## src/assert_macros.svh

```systemverilog
// ----------------------------------------------------------------------------
// assert_macros.svh
// shared concurrent assertion macros for the allow-list design
// ----------------------------------------------------------------------------
`ifndef ASSERT_MACROS_SVH
`define ASSERT_MACROS_SVH

// same-cycle implication, disabled while reset is asserted
`define ASSERT_IMPLY(name, clk, rst_n, pre, post) \
    name: assert property (@(posedge clk) disable iff (!(rst_n)) (pre) |-> (post)) \
        else $error("assertion failed");

// next-cycle implication, disabled while reset is asserted
`define ASSERT_NEXT(name, clk, rst_n, pre, post) \
    name: assert property (@(posedge clk) disable iff (!(rst_n)) (pre) |=> (post)) \
        else $error("assertion failed");

`endif

```

## src/kalfe_pkg.sv

```systemverilog
// ----------------------------------------------------------------------------
// kalfe_pkg
// types and operation codes for the key allow-list with oldest-first eviction
// ----------------------------------------------------------------------------
package kalfe_pkg;

    localparam int KEY_BITS   = 256;
    localparam int COUNT_BITS = 8;

    typedef logic [KEY_BITS-1:0] t_key;

    typedef logic [1:0] t_func;

    localparam t_func FN_LOOKUP     = 2'd0;
    localparam t_func FN_TRUST      = 2'd1;
    localparam t_func FN_FORGET     = 2'd2;
    localparam t_func FN_FORGET_ALL = 2'd3;

    typedef struct packed {
        t_func       func;
        logic [63:0] key_word0;
        logic [63:0] key_word1;
        logic [63:0] key_word2;
        logic [63:0] key_word3;
    } t_in;

    typedef struct packed {
        logic                  was_present;
        logic                  evicted_oldest;
        logic [COUNT_BITS-1:0] count_after;
    } t_out;

endpackage

```

## src/kalfe_cmp.sv

```systemverilog
// ----------------------------------------------------------------------------
// kalfe_cmp
// shared key compare unit: full-width equality of a stored entry and the key
// ----------------------------------------------------------------------------
module kalfe_cmp (
    input  kalfe_pkg::t_key i_entry,
    input  kalfe_pkg::t_key i_key,
    input  logic            i_en,
    output logic            o_match
);

    logic [3:0] w_word_eq;

    always_comb begin
        for (int w = 0; w < 4; w++) begin
            w_word_eq[w] = (i_entry[w*64 +: 64] == i_key[w*64 +: 64]);
        end
    end

    assign o_match = i_en & (&w_word_eq);

endmodule

```

## config.mk

```make
export PLATFORM = sky130hd
export DESIGN_NAME = kalfe_cmp
export DESIGN_NICKNAME = d
export VERILOG_FILES = /design/src/assert_macros.svh /design/src/kalfe_pkg.sv /design/src/kalfe_cmp.sv
export SDC_FILE = /design/constraint.sdc
export NUM_CORES = 1
export LEC_CHECK = 0
export ABC_AREA = 1
export BUFFER_PORTS_ARGS = -buffer_cell sky130_fd_sc_hd__buf_4
export CORE_AREA = 2 2 198 200
export DETAILED_ROUTE_END_ITERATION = 16
export DIE_AREA = 0 0 200 202
export PLACE_DENSITY = 0.36
export SYNTH_ARGS = -nofsm -noshare
export SYNTH_HDL_FRONTEND = slang
export SYNTH_SLANG_ARGS = --single-unit
```

## constraint.sdc

```tcl
create_clock -name vclk -period 1.88
set_clock_uncertainty 0.15 [all_clocks]
set_input_delay 0.47 -clock vclk [all_inputs]
set_output_delay 0.47 -clock vclk [all_outputs]
set_load 0.005 [all_outputs]
```

==> metrics <==
status finished with violations; failing checks negative setup slack; Slew Limit Fails 0; sequential cell count 0; Max Clock Freq approximately 0.43 GHz; commonest non-fill, non-tap cell in the layout buf_4; crit path from i_key[186]; # DRC 0; CP endpoint kind primary output; register area share after synthesis 0%; die width 200 um; placed cell count between 2000 and 2500; RSZ-0062 raised after global routing true; worst rel slew slack 78.56%; first-pass GRT wire length between 40 and 50 mm; Mapped Area 4304 um^2; Reg area 0 um^2; CP required roughly 1.3 ns; Min-Delay Path Class in -> out; Slowest-stage cell, CP nor2_4; full die area a little over 40000 um^2; Cell Rows a little over 70; Bufs and invs on worst path 2; synthesis-to-layout area growth 127.0%; worst-margin pin slew roughly 0.32 ns; drt wl/cell between 15 and 20 um; Starting Density 11.24%; critical path type in -> out; 1st-iter DRT viols 149; setup violators final 1; Cells after Synth 982; Core ar. roughly 38000 um^2; power density over the cells roughly 200 nW/um^2; share of cells above drive strength 1 a little under half; ratio of final minimum period to clock period 123.2%; design area approximately 9800 um^2; global-route usage over all layers ~15%; critical-path cell list buf_4 -> xnor2_2 -> nand2_1 -> nor2_1 -> nand2_1 -> nor2_1 -> nand2_1 -> nor2_4 -> nand3_2 -> nor2_2 -> buf_6; via count around 7300; syn_nets 1495; nets a little over 2000; critical path capture point o_match; Die H slightly above 200 um; cell family with most CP delay simple AND/OR/NAND/NOR gates; Largest stage delay, worst path 0.17 ns; Final Hold Fails 0; Ports around 510; leakage 5.711 nW; Max VDD drop approximately 0.076 mV; largest net degree at the start of global routing 3; most frequent cells in the layout buf_4 (521), nand2_1 (319), inv_1 (250); Clock buffer cells 0; WP data arrival between 1.5 and 2 ns; syn_area_per_cell 4.383 um^2; Final min period roughly 2.3 ns; gpl congestion approximately 0.84; setup bufs post-CTS 0; WL final roughly 33 mm; final worst slack -0.4354 ns; antenna-violating nets left 0; initial antenna violation count 3; final non-filler cell total ~2000; CP dominant cell by count nand2_1; Via density 3.569; Synth Warn # 0; number of global-route vias before repair ~7400; TritonRoute pass-1 iters 4; GRT Residual Overflow 0; DP HPWL 31.59 mm; max-cap viol count 0; Synth cell types 16; type of origin of the critical path primary input; PortBufs ~510; crit-path max FO 1; Placed Area 9109 um^2; critical path depth 11
-- logic make-up (layout without fill, tap and decap cells) --
kind of cell / after synthesis / after routing / synth area share, %
AND/OR/NAND/NOR: 514 / 514 / 45.99
buffers and inverters: 288 / 833 / 25.12
AO/OA/AOI/OAI: 102 / 102 / 13.02
XOR/XNOR: 78 / 78 / 15.87
other: 0 / 1 / 0
-- cell usage after synthesis, types with 3 or more instances --
cell type	instances	area share, %
nor2_1	108	9.4
xnor2_1	69	14
a22o_1	3	0.61
nand2_1	382	33
o21ai_1	27	3.1
nand4_1	16	2.3
nor3_1	3	0.35
xor2_1	9	1.8
inv_1	285	25
o21ai_0	41	4.8
o22ai_1	29	4.2
nand3_1	5	0.58
-- stage by stage --
| stage | total power (W) | worst slack [ns] | TNS [ns] | utilization, % | hold WS (ns) |
|---|---|---|---|---|---|
| after floorplan | 0.0006283 | 0.06987 | 0 | - | 1.026 |
| after global placement | 0.001848 | -0.9685 | -0.9685 | 23.79 | 1.373 |
| after detailed placement | 0.001864 | -0.9500 | -0.9500 | 23.79 | 1.370 |
| after CTS | 0.001958 | -0.5061 | -0.5061 | 24.65 | 1.370 |
| after global routing | 0.002210 | -0.5415 | -0.5415 | 25.52 | 1.361 |
| final | 0.001992 | -0.4354 | -0.4354 | 25.52 | 1.317 |
-- cell type report --
type | count | area [um^2]
Antenna cell | 1 | 2.502
Fill cell | 4521 | 28520
Inverter | 288 | 1094
Multi-Input combinational cell | 694 | 3840
Tap cell | 518 | 648.1
Timing Repair Buffer | 545 | 4185
-- how the worst min path moves through the flow --
| stage | startpoint | cells after the start | end |
|---|---|---|---|
| floorplan | i_key[143] | 5 | o_match |
| global placement | i_key[143] | 7 | o_match |
| detailed placement | i_key[143] | 7 | o_match |
| CTS | i_key[143] | 7 | o_match |
| global route | i_key[143] | 7 | o_match |
| finish | i_key[143] | 7 | o_match |
-- timing repair --
item,CTS,global route
hold buffers,0,0
gates resized for setup,121,128
setup endpoints to repair,1,1
pin swaps,56,91
-- per-layer routing --
metal / up-vias / track usage, % / wire length [um] / part of all wire, %
li1: 3937 / - / - / -
met1: 3041 / 15.75 / 11840 / 36
met2: 311 / 32.29 / 18250 / 56
met3: 14 / 2.553 / 2477 / 7.5
met4: 0 / 0.9788 / 303 / 0.92
met5: - / 0 / 0 / 0
-- power breakdown --
group | leakage, nW | total (W) | internal (W) | switching [W]
Clock | 0.00000634 | 0.0000000000712 | 0.0000000000712 | 0
Sequential | 0 | 0 | 0 | 0
Combinational | 5.71 | 0.00199 | 0.00114 | 0.000854
Total | 5.71 | 0.00199 | 0.00114 | 0.000854
(Power assumes the default switching activity.)
